--- src/rtl/srctok_pkg.sv ---
`default_nettype none
// ----------------------------------------------------------------------------
// srctok_pkg: shared types and constants of the source tokenizer
// Word formats of both channels, token kind codes, character classes and the
// keyword table used to classify finished identifiers.
// ----------------------------------------------------------------------------
package srctok_pkg;

    localparam int LINE_BITS   = 16;
    localparam int COLUMN_BITS = 12;
    localparam int OFFSET_BITS = 24;
    localparam int LENGTH_BITS = 12;
    localparam int KIND_BITS   = 5;
    localparam int KW_DEPTH    = 9;
    localparam int KW_COUNT    = 4;

    // Token kind codes
    localparam logic [KIND_BITS-1:0] KIND_LBRACE     = 5'd0;
    localparam logic [KIND_BITS-1:0] KIND_RBRACE     = 5'd1;
    localparam logic [KIND_BITS-1:0] KIND_LPAREN     = 5'd2;
    localparam logic [KIND_BITS-1:0] KIND_RPAREN     = 5'd3;
    localparam logic [KIND_BITS-1:0] KIND_SEMICOLON  = 5'd4;
    localparam logic [KIND_BITS-1:0] KIND_DOT        = 5'd5;
    localparam logic [KIND_BITS-1:0] KIND_EQUALS     = 5'd6;
    localparam logic [KIND_BITS-1:0] KIND_COLONCOLON = 5'd7;
    localparam logic [KIND_BITS-1:0] KIND_ARROW      = 5'd8;
    localparam logic [KIND_BITS-1:0] KIND_NAMESPACE  = 5'd9;
    localparam logic [KIND_BITS-1:0] KIND_IDENT      = 5'd13;
    localparam logic [KIND_BITS-1:0] KIND_INTEGER    = 5'd14;
    localparam logic [KIND_BITS-1:0] KIND_UNKNOWN    = 5'd15;
    localparam logic [KIND_BITS-1:0] KIND_EOF        = 5'd16;

    // Characters with a role of their own
    localparam logic [7:0] CH_TAB   = 8'h09;
    localparam logic [7:0] CH_LF    = 8'h0A;
    localparam logic [7:0] CH_CR    = 8'h0D;
    localparam logic [7:0] CH_SPACE = 8'h20;
    localparam logic [7:0] CH_SLASH = 8'h2F;
    localparam logic [7:0] CH_COLON = 8'h3A;
    localparam logic [7:0] CH_DASH  = 8'h2D;
    localparam logic [7:0] CH_GT    = 8'h3E;

    // Keywords, in kind order starting at KIND_NAMESPACE
    localparam logic [7:0] KW_TEXT [KW_COUNT][KW_DEPTH] = '{
        '{"n", "a", "m", "e", "s", "p", "a", "c", "e"},
        '{"f", "n", 8'h00, 8'h00, 8'h00, 8'h00, 8'h00, 8'h00, 8'h00},
        '{"r", "e", "t", "u", "r", "n", 8'h00, 8'h00, 8'h00},
        '{"i", "n", "t", 8'h00, 8'h00, 8'h00, 8'h00, 8'h00, 8'h00}
    };
    localparam int KW_LEN [KW_COUNT] = '{9, 2, 6, 3};

    typedef struct packed {
        logic [7:0] char_byte;
        logic       end_of_source;
    } in_t;

    typedef struct packed {
        logic [KIND_BITS-1:0]   token_kind;
        logic [LINE_BITS-1:0]   start_line;
        logic [COLUMN_BITS-1:0] start_column;
        logic [OFFSET_BITS-1:0] start_offset;
        logic [LENGTH_BITS-1:0] token_length;
        logic [7:0]             unknown_char;
        logic                   last_of_run;
    } out_t;

    typedef enum logic [6:0] {
        MODE_IDLE    = 7'b0000001,
        MODE_SLASH   = 7'b0000010,
        MODE_COLON   = 7'b0000100,
        MODE_DASH    = 7'b0001000,
        MODE_IDENT   = 7'b0010000,
        MODE_NUMBER  = 7'b0100000,
        MODE_COMMENT = 7'b1000000
    } mode_t;

    function automatic logic is_digit(input logic [7:0] c);
        return (c >= "0") && (c <= "9");
    endfunction

    function automatic logic is_alpha(input logic [7:0] c);
        return ((c >= "a") && (c <= "z")) || ((c >= "A") && (c <= "Z")) || (c == "_");
    endfunction

    function automatic logic is_blank(input logic [7:0] c);
        return (c == CH_SPACE) || (c == CH_TAB) || (c == CH_CR) || (c == CH_LF);
    endfunction

    // Single-character punctuation: returns a hit flag and the kind.
    function automatic logic [KIND_BITS:0] punct_kind(input logic [7:0] c);
        logic [KIND_BITS:0] res;
        res = {1'b1, KIND_LBRACE};
        unique case (c)
            "{":     res = {1'b1, KIND_LBRACE};
            "}":     res = {1'b1, KIND_RBRACE};
            "(":     res = {1'b1, KIND_LPAREN};
            ")":     res = {1'b1, KIND_RPAREN};
            ";":     res = {1'b1, KIND_SEMICOLON};
            ".":     res = {1'b1, KIND_DOT};
            "=":     res = {1'b1, KIND_EQUALS};
            default: res = {1'b0, KIND_UNKNOWN};
        endcase
        return res;
    endfunction

    // Only the first len bytes of the buffer take part in the comparison.
    function automatic logic [KIND_BITS-1:0] ident_kind(
        input logic [KW_DEPTH-1:0][7:0] buffer,
        input logic [LENGTH_BITS-1:0]   len
    );
        logic [KIND_BITS-1:0] kind;
        logic                 hit;
        kind = KIND_IDENT;
        for (int k = 0; k < KW_COUNT; k++) begin
            hit = (len == LENGTH_BITS'(KW_LEN[k]));
            for (int i = 0; i < KW_DEPTH; i++) begin
                if ((i < KW_LEN[k]) && (buffer[i] != KW_TEXT[k][i])) begin
                    hit = 1'b0;
                end
            end
            if (hit) begin
                kind = KIND_NAMESPACE + KIND_BITS'(k);
            end
        end
        return kind;
    endfunction

endpackage
`default_nettype wire

--- src/rtl/source_tokenizer.sv ---
`default_nettype none
// ----------------------------------------------------------------------------
// source_tokenizer: streaming lexer, one source character per word
// Tracks line, column and byte offset, skips blanks and line comments, and
// emits one token word per recognised token with its kind, start and length.
// ----------------------------------------------------------------------------
// Usage. The s_ channel takes one word per source character, or an end word
// (end_of_source set) that flushes any pending token and yields an end-of-file
// token. The m_ channel delivers token words; last_of_run marks the final token
// caused by one input word. A word causes zero, one or two tokens.
// A token is registered into the token queue when the word that completes it
// is accepted, and m_ shows the head of the queue. Throughput: one input word
// per cycle while s_ready is high; the decision for each word is made by
// shallow character comparisons between the input and the pending-token state.
// A word that yields two tokens writes both into the queue at once, while m_
// hands tokens out one at a time, so a run of such words fills the queue.
// The four-word token queue decouples the two sides: s_ready is high while at
// least two entries are free, so input keeps flowing while a token waits for
// the receiver. When the receiver stalls, tokens build up in the queue and
// s_ready falls once fewer than two entries remain.
// Reset empties the queue, returns the scanner to idle and sets the position
// to line 1, column 1, offset 0. Position counters saturate at their maximum.
// ----------------------------------------------------------------------------
module source_tokenizer (
    input  wire                  aclk,
    input  wire                  aresetn,
    input  wire                  s_valid,
    output logic                 s_ready,
    input  wire srctok_pkg::in_t s_data,
    output logic                 m_valid,
    input  wire                  m_ready,
    output srctok_pkg::out_t     m_data
);

    localparam int Q_DEPTH     = 4;
    localparam int Q_PTR_BITS  = $clog2(Q_DEPTH);
    localparam int KW_ADR_BITS = $clog2(srctok_pkg::KW_DEPTH);

    localparam logic [srctok_pkg::LINE_BITS-1:0]   LINE_MAX = '1;
    localparam logic [srctok_pkg::COLUMN_BITS-1:0] COL_MAX  = '1;
    localparam logic [srctok_pkg::OFFSET_BITS-1:0] OFF_MAX  = '1;
    localparam logic [srctok_pkg::LENGTH_BITS-1:0] LEN_MAX  = '1;

    // Scanner state
    srctok_pkg::mode_t mode_reg, mode_next;
    logic [srctok_pkg::LINE_BITS-1:0]   cur_line_reg, cur_line_next;
    logic [srctok_pkg::COLUMN_BITS-1:0] cur_col_reg, cur_col_next;
    logic [srctok_pkg::OFFSET_BITS-1:0] cur_off_reg, cur_off_next;
    logic [srctok_pkg::LINE_BITS-1:0]   tok_line_reg, tok_line_next;
    logic [srctok_pkg::COLUMN_BITS-1:0] tok_col_reg, tok_col_next;
    logic [srctok_pkg::OFFSET_BITS-1:0] tok_off_reg, tok_off_next;
    logic [srctok_pkg::LENGTH_BITS-1:0] plen_reg, plen_next;
    logic [srctok_pkg::KW_DEPTH-1:0][7:0] kw_buf_reg;

    // Keyword buffer write port
    logic                   kw_we;
    logic [KW_ADR_BITS-1:0] kw_waddr;

    // Token queue
    srctok_pkg::out_t q_entry_reg [Q_DEPTH];
    logic [Q_PTR_BITS-1:0] q_wr_reg, q_wr_next;
    logic [Q_PTR_BITS-1:0] q_rd_reg, q_rd_next;
    logic [Q_PTR_BITS:0]   q_count_reg, q_count_next;

    logic       accept;
    logic       deq;
    logic [7:0] c;
    logic       eos;
    logic       consumed;

    // Pending token (A, at the saved start) and character token (B, at the
    // current position). A always precedes B.
    logic                               fl_valid;
    logic [srctok_pkg::KIND_BITS-1:0]   fl_kind;
    logic [srctok_pkg::LENGTH_BITS-1:0] fl_len;
    logic [7:0]                         fl_char;
    logic                               a_valid;
    logic [srctok_pkg::KIND_BITS-1:0]   a_kind;
    logic [srctok_pkg::LENGTH_BITS-1:0] a_len;
    logic [7:0]                         a_char;
    logic                               b_valid;
    logic [srctok_pkg::KIND_BITS-1:0]   b_kind;
    logic [srctok_pkg::LENGTH_BITS-1:0] b_len;
    logic [7:0]                         b_char;
    logic [srctok_pkg::KIND_BITS:0]     punct;

    srctok_pkg::out_t tok_a;
    srctok_pkg::out_t tok_b;
    srctok_pkg::out_t first_word;
    logic [1:0]       n_enq;

    assign c       = s_data.char_byte;
    assign eos     = s_data.end_of_source;
    assign s_ready = (q_count_reg <= (Q_PTR_BITS + 1)'(Q_DEPTH - 2));
    assign accept  = s_valid && s_ready;
    assign m_valid = (q_count_reg != '0);
    assign deq     = m_valid && m_ready;
    assign m_data  = q_entry_reg[q_rd_reg];
    assign punct   = srctok_pkg::punct_kind(c);

    // What the pending token becomes if it is cut off here.
    always_comb begin
        fl_valid = 1'b1;
        fl_kind  = srctok_pkg::KIND_UNKNOWN;
        fl_len   = srctok_pkg::LENGTH_BITS'(1);
        fl_char  = 8'h00;
        unique case (mode_reg)
            srctok_pkg::MODE_IDENT: begin
                fl_kind = srctok_pkg::ident_kind(kw_buf_reg, plen_reg);
                fl_len  = plen_reg;
            end
            srctok_pkg::MODE_NUMBER: begin
                fl_kind = srctok_pkg::KIND_INTEGER;
                fl_len  = plen_reg;
            end
            srctok_pkg::MODE_COLON: fl_char = srctok_pkg::CH_COLON;
            srctok_pkg::MODE_DASH:  fl_char = srctok_pkg::CH_DASH;
            srctok_pkg::MODE_SLASH: fl_char = srctok_pkg::CH_SLASH;
            default:                fl_valid = 1'b0;
        endcase
    end

    // Position advance: every character word moves the position once.
    always_comb begin
        cur_line_next = cur_line_reg;
        cur_col_next  = cur_col_reg;
        cur_off_next  = cur_off_reg;
        if (!eos) begin
            cur_off_next = (cur_off_reg != OFF_MAX) ? cur_off_reg + 1'b1 : OFF_MAX;
            if (c == srctok_pkg::CH_LF) begin
                cur_line_next = (cur_line_reg != LINE_MAX) ? cur_line_reg + 1'b1 : LINE_MAX;
                cur_col_next  = srctok_pkg::COLUMN_BITS'(1);
            end else begin
                cur_col_next = (cur_col_reg != COL_MAX) ? cur_col_reg + 1'b1 : COL_MAX;
            end
        end
    end

    // Scanner decision for one word.
    always_comb begin
        mode_next     = mode_reg;
        plen_next     = plen_reg;
        tok_line_next = tok_line_reg;
        tok_col_next  = tok_col_reg;
        tok_off_next  = tok_off_reg;
        kw_we         = 1'b0;
        kw_waddr      = '0;
        consumed      = 1'b0;
        a_valid       = 1'b0;
        a_kind        = fl_kind;
        a_len         = fl_len;
        a_char        = fl_char;
        b_valid       = 1'b0;
        b_kind        = srctok_pkg::KIND_UNKNOWN;
        b_len         = srctok_pkg::LENGTH_BITS'(1);
        b_char        = 8'h00;

        if (eos) begin
            // Flush, then end of file at the current position.
            a_valid   = fl_valid;
            b_valid   = 1'b1;
            b_kind    = srctok_pkg::KIND_EOF;
            b_len     = '0;
            mode_next = srctok_pkg::MODE_IDLE;
        end else begin
            unique case (mode_reg)
                srctok_pkg::MODE_IDENT: begin
                    if (srctok_pkg::is_alpha(c) || srctok_pkg::is_digit(c)) begin
                        consumed = 1'b1;
                        if (plen_reg < srctok_pkg::LENGTH_BITS'(srctok_pkg::KW_DEPTH)) begin
                            kw_we    = 1'b1;
                            kw_waddr = plen_reg[KW_ADR_BITS-1:0];
                        end
                        plen_next = (plen_reg != LEN_MAX) ? plen_reg + 1'b1 : LEN_MAX;
                    end
                end
                srctok_pkg::MODE_NUMBER: begin
                    if (srctok_pkg::is_digit(c)) begin
                        consumed  = 1'b1;
                        plen_next = (plen_reg != LEN_MAX) ? plen_reg + 1'b1 : LEN_MAX;
                    end
                end
                srctok_pkg::MODE_COMMENT: begin
                    consumed = (c != srctok_pkg::CH_LF);
                end
                srctok_pkg::MODE_COLON: begin
                    if (c == srctok_pkg::CH_COLON) begin
                        consumed  = 1'b1;
                        a_valid   = 1'b1;
                        a_kind    = srctok_pkg::KIND_COLONCOLON;
                        a_len     = srctok_pkg::LENGTH_BITS'(2);
                        a_char    = 8'h00;
                        mode_next = srctok_pkg::MODE_IDLE;
                    end
                end
                srctok_pkg::MODE_DASH: begin
                    if (c == srctok_pkg::CH_GT) begin
                        consumed  = 1'b1;
                        a_valid   = 1'b1;
                        a_kind    = srctok_pkg::KIND_ARROW;
                        a_len     = srctok_pkg::LENGTH_BITS'(2);
                        a_char    = 8'h00;
                        mode_next = srctok_pkg::MODE_IDLE;
                    end
                end
                srctok_pkg::MODE_SLASH: begin
                    if (c == srctok_pkg::CH_SLASH) begin
                        consumed  = 1'b1;
                        mode_next = srctok_pkg::MODE_COMMENT;
                    end
                end
                default: begin
                end
            endcase

            if (!consumed) begin
                // The pending token ends here and the character is lexed afresh.
                a_valid   = fl_valid;
                mode_next = srctok_pkg::MODE_IDLE;
                priority if (srctok_pkg::is_blank(c)) begin
                end else if (punct[srctok_pkg::KIND_BITS]) begin
                    b_valid = 1'b1;
                    b_kind  = punct[srctok_pkg::KIND_BITS-1:0];
                end else if ((c == srctok_pkg::CH_SLASH) || (c == srctok_pkg::CH_COLON)
                             || (c == srctok_pkg::CH_DASH)) begin
                    tok_line_next = cur_line_reg;
                    tok_col_next  = cur_col_reg;
                    tok_off_next  = cur_off_reg;
                    plen_next     = srctok_pkg::LENGTH_BITS'(1);
                    if (c == srctok_pkg::CH_SLASH) begin
                        mode_next = srctok_pkg::MODE_SLASH;
                    end else if (c == srctok_pkg::CH_COLON) begin
                        mode_next = srctok_pkg::MODE_COLON;
                    end else begin
                        mode_next = srctok_pkg::MODE_DASH;
                    end
                end else if (srctok_pkg::is_alpha(c)) begin
                    tok_line_next = cur_line_reg;
                    tok_col_next  = cur_col_reg;
                    tok_off_next  = cur_off_reg;
                    plen_next     = srctok_pkg::LENGTH_BITS'(1);
                    kw_we         = 1'b1;
                    kw_waddr      = '0;
                    mode_next     = srctok_pkg::MODE_IDENT;
                end else if (srctok_pkg::is_digit(c)) begin
                    tok_line_next = cur_line_reg;
                    tok_col_next  = cur_col_reg;
                    tok_off_next  = cur_off_reg;
                    plen_next     = srctok_pkg::LENGTH_BITS'(1);
                    mode_next     = srctok_pkg::MODE_NUMBER;
                end else begin
                    b_valid = 1'b1;
                    b_char  = c;
                end
            end
        end
    end

    // Assemble the token words. When both are present, A comes first and
    // only B carries last_of_run.
    always_comb begin
        tok_a.token_kind   = a_kind;
        tok_a.start_line   = tok_line_reg;
        tok_a.start_column = tok_col_reg;
        tok_a.start_offset = tok_off_reg;
        tok_a.token_length = a_len;
        tok_a.unknown_char = a_char;
        tok_a.last_of_run  = !b_valid;

        tok_b.token_kind   = b_kind;
        tok_b.start_line   = cur_line_reg;
        tok_b.start_column = cur_col_reg;
        tok_b.start_offset = cur_off_reg;
        tok_b.token_length = b_len;
        tok_b.unknown_char = b_char;
        tok_b.last_of_run  = 1'b1;

        first_word = a_valid ? tok_a : tok_b;
        n_enq      = accept ? ({1'b0, a_valid} + {1'b0, b_valid}) : 2'd0;

        q_wr_next    = q_wr_reg + Q_PTR_BITS'(n_enq);
        q_rd_next    = q_rd_reg + Q_PTR_BITS'(deq);
        q_count_next = q_count_reg + (Q_PTR_BITS + 1)'(n_enq) - (Q_PTR_BITS + 1)'(deq);
    end

    always_ff @(posedge aclk) begin
        if (!aresetn) begin
            mode_reg     <= srctok_pkg::MODE_IDLE;
            cur_line_reg <= srctok_pkg::LINE_BITS'(1);
            cur_col_reg  <= srctok_pkg::COLUMN_BITS'(1);
            cur_off_reg  <= '0;
            tok_line_reg <= srctok_pkg::LINE_BITS'(1);
            tok_col_reg  <= srctok_pkg::COLUMN_BITS'(1);
            tok_off_reg  <= '0;
            plen_reg     <= '0;
            q_wr_reg     <= '0;
            q_rd_reg     <= '0;
            q_count_reg  <= '0;
        end else begin
            if (accept) begin
                mode_reg     <= mode_next;
                cur_line_reg <= cur_line_next;
                cur_col_reg  <= cur_col_next;
                cur_off_reg  <= cur_off_next;
                tok_line_reg <= tok_line_next;
                tok_col_reg  <= tok_col_next;
                tok_off_reg  <= tok_off_next;
                plen_reg     <= plen_next;
            end
            q_wr_reg    <= q_wr_next;
            q_rd_reg    <= q_rd_next;
            q_count_reg <= q_count_next;
        end
    end

    // Payload storage: no reset needed.
    always_ff @(posedge aclk) begin
        if (accept && kw_we) begin
            kw_buf_reg[kw_waddr] <= c;
        end
        if (n_enq != 2'd0) begin
            q_entry_reg[q_wr_reg] <= first_word;
        end
        if (n_enq == 2'd2) begin
            q_entry_reg[q_wr_reg + 1'b1] <= tok_b;
        end
    end

`ifndef SYNTHESIS
    a_queue_bound: assert property (@(posedge aclk) disable iff (!aresetn)
        q_count_reg <= (Q_PTR_BITS + 1)'(Q_DEPTH))
        else $error("token queue overfilled");

    a_end_to_idle: assert property (@(posedge aclk) disable iff (!aresetn)
        (accept && eos) |=> (mode_reg == srctok_pkg::MODE_IDLE))
        else $error("scanner not idle after end word");

    a_pending_length: assert property (@(posedge aclk) disable iff (!aresetn)
        ((mode_reg == srctok_pkg::MODE_IDENT) || (mode_reg == srctok_pkg::MODE_NUMBER))
        |-> (plen_reg != '0))
        else $error("pending identifier or number with zero length");

    a_position_nonzero: assert property (@(posedge aclk) disable iff (!aresetn)
        (cur_line_reg != '0) && (cur_col_reg != '0))
        else $error("line or column counter reached zero");
`endif

endmodule
`default_nettype wire

--- config.mk ---
export PLATFORM = sky130hd
export DESIGN_NAME = source_tokenizer
export DESIGN_NICKNAME = d
export VERILOG_FILES = /design/src/rtl/srctok_pkg.sv /design/src/rtl/source_tokenizer.sv
export SDC_FILE = /design/constraint.sdc
export NUM_CORES = 1
export LEC_CHECK = 0
export ABC_AREA = 1
export BUFFER_PORTS_ARGS = -buffer_cell sky130_fd_sc_hd__buf_2
export CORE_MARGIN = 4
export CORE_UTILIZATION = 67
export DETAILED_ROUTE_END_ITERATION = 7
export PLACE_DENSITY_LB_ADDON = 0.3
export SLEW_MARGIN = 10
export SYNTH_ARGS = -nofsm -noshare
export SYNTH_HDL_FRONTEND = slang
export SYNTH_SLANG_ARGS = --single-unit
export TNS_END_PERCENT = 50
--- constraint.sdc ---
create_clock -name aclk -period 8.4 [get_ports aclk]
set_input_delay 1.68 -clock aclk [delete_from_list [all_inputs] [get_ports aclk]]
set_output_delay 1.68 -clock aclk [all_outputs]
set_load 0.1 [all_outputs]
==> impl_metrics.csv, run 1 <==
group,metric,value,unit
floorplan,std_cell_rows,72,
synthesis,synth.top_cell.area_share,0.3863,
synthesis,netlist_instances,3248,
drt,drcViolationCount,0,
pwr,vdd_drop_max,0.2910,mV
layout,area_growth_syn_to_layout,7.670,%
status,outcome,"completed",
sta,fin_hold_ws,0.4538,ns
setup_path,crit_path_top_delay_cell,"nor2_1",
setup_path,critical_path.cell_chain,"buf_2 -> nand2_1 -> clkinv_1 -> nand2_2 -> nor2_1 -> inv_1 -> nand2_4 -> nand2_4 -> nand3_4 -> nand2_4 -> nand2_8 -> nand2_4 -> ha_1 -> inv_1 -> nor2_1 -> nor2_1 -> inv_1 -> nand2_1 -> inv_2 -> nor2_1 -> inv_2 -> buf_4 -> nand2_1 -> nor2_1",
drt,route.vias.total,23320,
setup_path,worst_r2r_dst,"q_entry_reg[2][7]",
synthesis,yosysWarnings,0,
setup_path,regToRegSetupSlack,2.98,ns
synthesis,yosys.area_share.xor_xnor,0.01140,
synthesis,synthMostInstantiatedCell,"nand2_1",
synthesis,yosysUniqueCellTypes,48,
synthesis,post_synth_main_area_contributors,"edfxtp_1, dfxtp_1, nand2_1, nand3_1, nor2_1",
layout,largest_reg_flops,312,
drt,routed-wl-met3,8303,µm
layout,fin_nets,3217,
drt,finalWirelength,74290,µm
floorplan,fp.dieW,205.4,µm
clock_network,clock_insertion_delay_worst_skew,0.60,ns
drt,detailedRoute.firstPassIterationCount,6,
clock_network,post-cts-setup-buffer-count,0,
layout,final_util,0.7294,
synthesis,synth_sequential_area_ratio,0.5227,
drt,post_drt_wl_per_cell,19.81,µm
drt,detail_route.iter0.violations,2818,
floorplan,fp.coreArea,38560,µm²
setup_path,crit_path_start,"s_data[5]",
grt,vias_in_the_first_global_route,22400,
clock_network,cts_num_sinks,514,
grt,track_usage,0.3444,
pwr,cellLeakagePower,11.51,nW
synthesis,syn_nets,3275,
sta,worst_setup_skew_after_layout,0.02748,ns
synthesis,synth-compound-area-share,0.09892,
setup_path,critical_path.reg2reg.startpoint,"mode_reg[5]",
sta,report.final.setup_viol,0,
setup_path,largest_stage_delay_on_the_critical_path,0.74,ns
place,dp_hpwl,43490,µm
drt,drt-vias-per-instance,6.219,
synthesis,synthMuxAreaShare,0,
synthesis,synth.ff_latch_count,514,
sta,setup_tns,0,ns
worst_hold_path,timing.hold.worst.class,"flop to flop",
setup_path,critical_path_required,8.75,ns
setup_path,cp-endpoint,"q_entry_reg[2][7]",
place,gp_routability_congestion,0.9196,
setup_path,worst-path-max-fanout,64,
setup_path,worstSetupPathType,"primary input to flop",
synthesis,postSynthAreaPerCell,8.042,µm²
setup_path,cp-end-kind,"flop",
floorplan,die_area,42210,µm²
sta,hold_violations,0,
clock_network,tritoncts,"done",
grt,grt_overflow,0,
synthesis,asyncSetResetFlopFracSynth,0,
floorplan,top_level_ports,93,
synthesis,synth-adder-area-share,0.006994,
synthesis,synth-edff-count,336,
sta,timing_worst_slew_pin_value,1.228,ns
grt,grt_first_pass_wirelength,116100,µm
sta,timing.fmax,155.7,MHz
synthesis,yosys.area_share.simple,0.2903,
clock_network,clk_transition_reported_paths,0.06,ns
synthesis,synth_top_family_by_area,"simple AND/OR/NAND/NOR gates",
drt,met1Wirelength,27340,µm
drt,met2RoutedLength,35290,µm
clock_network,post_cts_hold_buffer_count,0,
sta,rsz_0062_raised_after_global_routing,"false",
setup_path,cp_common_cell,"nor2_1",
grt,grt_start_max_net_pins,85,
clock_network,cts_htree_levels,2,
synthesis,ys.flop_type,"edfxtp_1",
synthesis,netlist_area_before_placement,26120,µm²
sta,final.period_utilization,0.7646,
sta,max-slew-margin-rel,0.1804,
layout,ant_cells,0,
sta,finalMaxSlewViolations,0,
clock_network,cts_made_buffers,51,
layout,drive_gt1_frac,0.09066,
clock_network,cts_buffer_depth,3,
place,placement.io_buffers,92,
pwr,report.power.total,8.879,mW
floorplan,start_util,0.6774,
setup_path,arrival,6.77,ns
setup_path,start_kind,"primary input",
synthesis,synth_common_cells,"nand2_1, nand3_1, nor2_1",
setup_path,worstRegToRegCells,22,
drt,ant_nets,0,
job,max-cap-violations,0,
clock_network,clock-root-buffer,"clkbuf_16",
pwr,cellPowerDensity,315.7,nW/µm²
clock_network,cts_repair_resize_count,0,
floorplan,die_h,205.4,µm
drt,route.top_layer_used,"met4",
sta,layout_min_cycle_time,6.423,ns
synthesis,synthDominantAreaCellType,"edfxtp_1",
grt,grt_antenna_before_repair,1,
## stage by stage
| stage | instance area (µm²) | worst slack [ns] | cells |
|---|---|---|---|
| after floorplan | 26120 | 2.795 | 3248 |
| after global placement | 26430 | 1.736 | 3655 |
| after detailed placement | 26430 | 1.552 | 3655 |
| after CTS | 28120 | 2.117 | 3750 |
| after global routing | 28120 | 1.594 | 3750 |
| final | 28120 | 1.977 | 3750 |
## where the power goes
| group | leakage, nW | total, mW | internal (mW) | switching, mW |
|---|---|---|---|---|
| clock | 0.827 | 2.30 | 1.33 | 0.975 |
| sequential | 4.59 | 3.06 | 2.94 | 0.124 |
| combinational | 6.09 | 3.52 | 0.501 | 3.02 |
| total | 11.5 | 8.88 | 4.76 | 4.12 |
## layer usage
metal,global-route usage,vias to the layer above
li1,-,10770
met1,0.4446,10760
met2,0.5766,1515
met3,0.05280,278
met4,0.1600,0
met5,0,-
## how the worst min path moves through the flow
| stage | cells past startpoint | startpoint | end | slack (ns) |
|---|---|---|---|---|
| CTS | 2 | q_entry_reg[2][13] | q_entry_reg[2][13] | 0.45 |
| global placement | 2 | q_entry_reg[2][16] | q_entry_reg[2][16] | 0.43 |
| floorplan | 2 | q_entry_reg[1][11] | q_entry_reg[1][11] | 0.42 |
| detailed placement | 2 | q_entry_reg[2][13] | q_entry_reg[2][13] | 0.44 |
| finish | 2 | tok_line_reg[14] | tok_line_reg[14] | 0.45 |
| global route | 2 | q_entry_reg[2][12] | q_entry_reg[2][12] | 0.46 |
## layout make-up
class | instances | area [µm²]
Clock inverter | 33 | 310.3
Tap cell | 518 | 648.1
Fill cell | 2902 | 10440
Timing Repair Buffer | 117 | 648.1
Multi-Input combinational cell | 2291 | 10670
Sequential cell | 514 | 13660
Clock buffer | 62 | 1380
Inverter | 215 | 809.5
## placed cells by master (no fill, tap or decap), types with 7 or more instances in the layout
cell | Yosys | routed
o21ai_0 | 252 | 252
clkbuf_1 | 134 | 7
buf_2 | 36 | 92
nor2_1 | 338 | 336
nand3b_1 | 23 | 23
nor2_2 | 9 | 9
nand2_1 | 860 | 859
edfxtp_1 | 336 | 336
a31oi_1 | 8 | 8
ha_1 | 13 | 13
nand3_1 | 401 | 401
xor2_1 | 29 | 29
nor3_1 | 27 | 27
a21oi_1 | 118 | 118
clkinv_1 | 3 | 13
o21ai_1 | 9 | 9
clkbuf_16 | 0 | 53
inv_1 | 206 | 196
buf_4 | 9 | 25
o22ai_1 | 82 | 82
nand2_2 | 53 | 53
inv_2 | 6 | 16
clkinv_2 | 0 | 10
nand4_1 | 28 | 28
dfxtp_1 | 178 | 176
## logic make-up (layout without fill, tap and decap cells)
group                      count (synthesis)  after routing
adders and majority gates                 14             14
AOI/OAI and AO/OA                        485            485
xor gates and xnor gates                  34             34
DFF                                      514            514
buffers and inverters                    443            427
and+or+nand+nor                         1758           1758
## worst max-delay path: cells and delay by family
| kind | cells | cell delay, ns |
|---|---|---|
| and+or+nand+nor | 15 | 2.96 |
| buffers and inverters | 8 | 1.72 |
| adders and majority gates | 1 | 0.33 |
Note: power is estimated with default switching activity, not from simulation.
==> inputs of run 2 (changes only) <==
- ABC_AREA: 1 -> 0
- CORE_UTILIZATION: 67 -> 62
- clock period: 8.4 -> 6.6 ns (I/O delays scaled with it)
==> impl_metrics.csv, run 2 <==
group,metric,value,unit
sta,timing.fmax,186.6,MHz
sta,finalMaxSlewViolations,0,
job,max-cap-violations,0,
sta,final.period_utilization,0.8121,
place,dp_hpwl,33260,µm
status,outcome,"completed",
floorplan,die_area,40920,µm²
synthesis,synth-edff-count,336,
setup_path,cp-end-kind,"flop",
synthesis,synth.top_cell.area_share,0.4312,
setup_path,largest_stage_delay_on_the_critical_path,0.45,ns
layout,final_common_cell,"edfxtp_1",
pwr,cellPowerDensity,372.1,nW/µm²
synthesis,netlist_instances,1860,
place,dpl.cell_count,2300,
synthesis,syn_nets,1887,
place,detailedPlace.worstSlack,0.7187,ns
sta,fin_hold_ws,0.4645,ns
clock_network,post-cts-setup-buffer-count,0,
setup_path,start_kind,"primary input",
clock_network,clock-root-buffer,"clkbuf_16",
synthesis,netlist_area_before_placement,23400,µm²
setup_path,cp_common_cell,"a21oi_1",
sta,setup_tns,0,ns
grt,vias_in_the_first_global_route,16140,
setup_path,crit_path_top_delay_cell,"a21o_2",
pwr,vdd_drop_max,0.3496,mV
clock_network,post_cts_hold_buffer_count,0,
sta,timing_worst_slew_pin_value,1.198,ns
layout,area_growth_syn_to_layout,10.04,%
grt,grt_overflow,0,
floorplan,start_util,0.6331,
synthesis,synth_common_cells,"edfxtp_1, a22o_1, dfxtp_1",
setup_path,arrival,5.70,ns
setup_path,critical_path.cell_chain,"buf_2 -> nand4b_1 -> a21oi_1 -> a21o_1 -> or3_1 -> nor2b_1 -> or2_2 -> o21bai_1 -> ha_1 -> o21ai_1 -> nand2b_1 -> a21oi_1 -> a21o_2 -> buf_12 -> a22o_1",
sta,hold_violations,0,
grt,grt_start_max_net_pins,82,
clock_network,clk_transition_reported_paths,0.06,ns
clock_network,tritoncts,"done",
sta,worst_setup_skew_after_layout,0.02511,ns
sta,max-slew-margin-rel,0.1953,
sta,fin_ws,1.240,ns
clock_network,cts_buffer_depth,3,
clock_network,cts_num_sinks,514,
layout,drive_gt1_frac,0.1768,
grt,grt_first_pass_wirelength,89220,µm
place,placed_area,24090,µm²
synthesis,postSynthAreaPerCell,12.58,µm²
grt,grt_antenna_before_repair,3,
clock_network,cts_htree_levels,2,
setup_path,worstSetupPathType,"primary input to flop",
synthesis,synth_sequential_area_ratio,0.5834,
layout,fin_nets,1875,
synthesis,yosysWarnings,0,
floorplan,die_h,202.3,µm
drt,ant_nets,0,
synthesis,post_synth_main_area_contributors,"edfxtp_1, dfxtp_1, a22o_1, mux4_2, clkbuf_1",
drt,detail_route.iter0.violations,1843,
drt,route.vias.total,16360,
floorplan,std_cell_rows,70,
synthesis,synthDominantAreaCellType,"edfxtp_1",
setup_path,worst-path-max-fanout,29,
floorplan,fp.dieW,202.3,µm
sta,report.final.setup_viol,0,
drt,post_drt_wl_per_cell,23.81,µm
place,placement.io_buffers,92,
worst_hold_path,timing.hold.worst.class,"flop to flop",
clock_network,cts_repair_resize_count,0,
floorplan,top_level_ports,93,
place,gp_routability_congestion,0.9056,
layout,post-route-cell-area,25750,µm²
grt,track_usage,0.2735,
drt,drt-vias-per-instance,6.832,
drt,drcViolationCount,0,
synthesis,ys.flop_type,"edfxtp_1",
clock_network,cts_made_buffers,50,
synthesis,yosysUniqueCellTypes,82,
layout,final-instance-count-excl-fill,2394,
pwr,cellLeakagePower,8.551,nW
floorplan,fp.coreArea,36960,µm²
synthesis,synth.ff_latch_count,514,
synthesis,asyncSetResetFlopFracSynth,0,
setup_path,critical_path_required,6.94,ns
synthesis,synthMostInstantiatedCell,"edfxtp_1",
drt,finalWirelength,56990,µm
drt,detailedRoute.firstPassIterationCount,5,
pwr,report.power.total,9.583,mW
sta,rsz_0062_raised_after_global_routing,"false",
clock_network,clock_insertion_delay_worst_skew,0.59,ns
layout,commonest_cells_after_routing_fill_and_taps_aside,"edfxtp_1, a22o_1, dfxtp_1",
layout,final_util,0.6967,
sta,layout_min_cycle_time,5.360,ns
layout,largest_reg_flops,312,
==> run 2: changes by cell type after synthesis, sizes merged, moves of 49 or more <==
cell | before | now
o22ai | 82 | 18
a21oi | 119 | 69
nand3 | 402 | 86
nor2 | 350 | 88
a22o | 0 | 223
inv | 212 | 24
o21ai | 261 | 94
a32o | 0 | 49
nand2 | 918 | 109
mux4 | 0 | 78
==> run 2: worst paths after layout <==
check | start | to | slack [ns] | cells past startpoint
max | s_data[3] | q_entry_reg[0][37] | 1.24 | 15
min reg2reg | q_entry_reg[3][16] | q_entry_reg[3][16] | 0.46 | 1
min | q_entry_reg[3][16] | q_entry_reg[3][16] | 0.46 | 1
max reg2reg | mode_reg[1] | q_entry_reg[0][37] | 1.70 | 13
==> run 2: cell type report <==
class | count | area (µm²)
Timing Repair Buffer | 134 | 903.4
Clock inverter | 31 | 306.5
Multi-Input combinational cell | 1123 | 8803
Tap cell | 504 | 630.6
Clock buffer | 62 | 1348
Sequential cell | 514 | 13660
Antenna cell | 1 | 2.502
Inverter | 25 | 96.34
Fill cell | 2564 | 11210
==> run 2: cells by family (layout without fill, tap and decap cells) <==
| group | count (synthesis) | count (layout) | synth area share |
|---|---|---|---|
| DFF | 514 | 514 | 0.5834 |
| AOI/OAI and AO/OA | 520 | 520 | 0.1678 |
| and+or+nand+nor | 472 | 472 | 0.1095 |
| xor gates and xnor gates | 31 | 31 | 0.01160 |
| adders and majority gates | 14 | 14 | 0.007806 |
| muxes | 86 | 86 | 0.07849 |
| buffers and inverters | 223 | 252 | 0.04138 |
| other | 0 | 1 | 0 |
==> run 2: metal layers <==
metal / routed length (µm) / global-route usage
met1: 22510 / 0.3735
met2: 27730 / 0.4477
met3: 5283 / 0.04605
met4: 1476 / 0.1009
met5: 0 / 0
==> run 2: worst max-delay path, delay by kind of cell <==
kind            cells  cell delay (ns)
fa+ha+maj           1             0.41
simple gates        5             1.54
compound gates      7             1.70
buf+inv             2             0.68
==> run 2: power breakdown <==
part	leakage [nW]	total (mW)	switching, mW	internal [mW]
clock	0.826	2.87	1.22	1.66
sequential	4.54	3.81	0.167	3.65
combinational	3.18	2.90	2.28	0.620
total	8.55	9.58	3.66	5.92
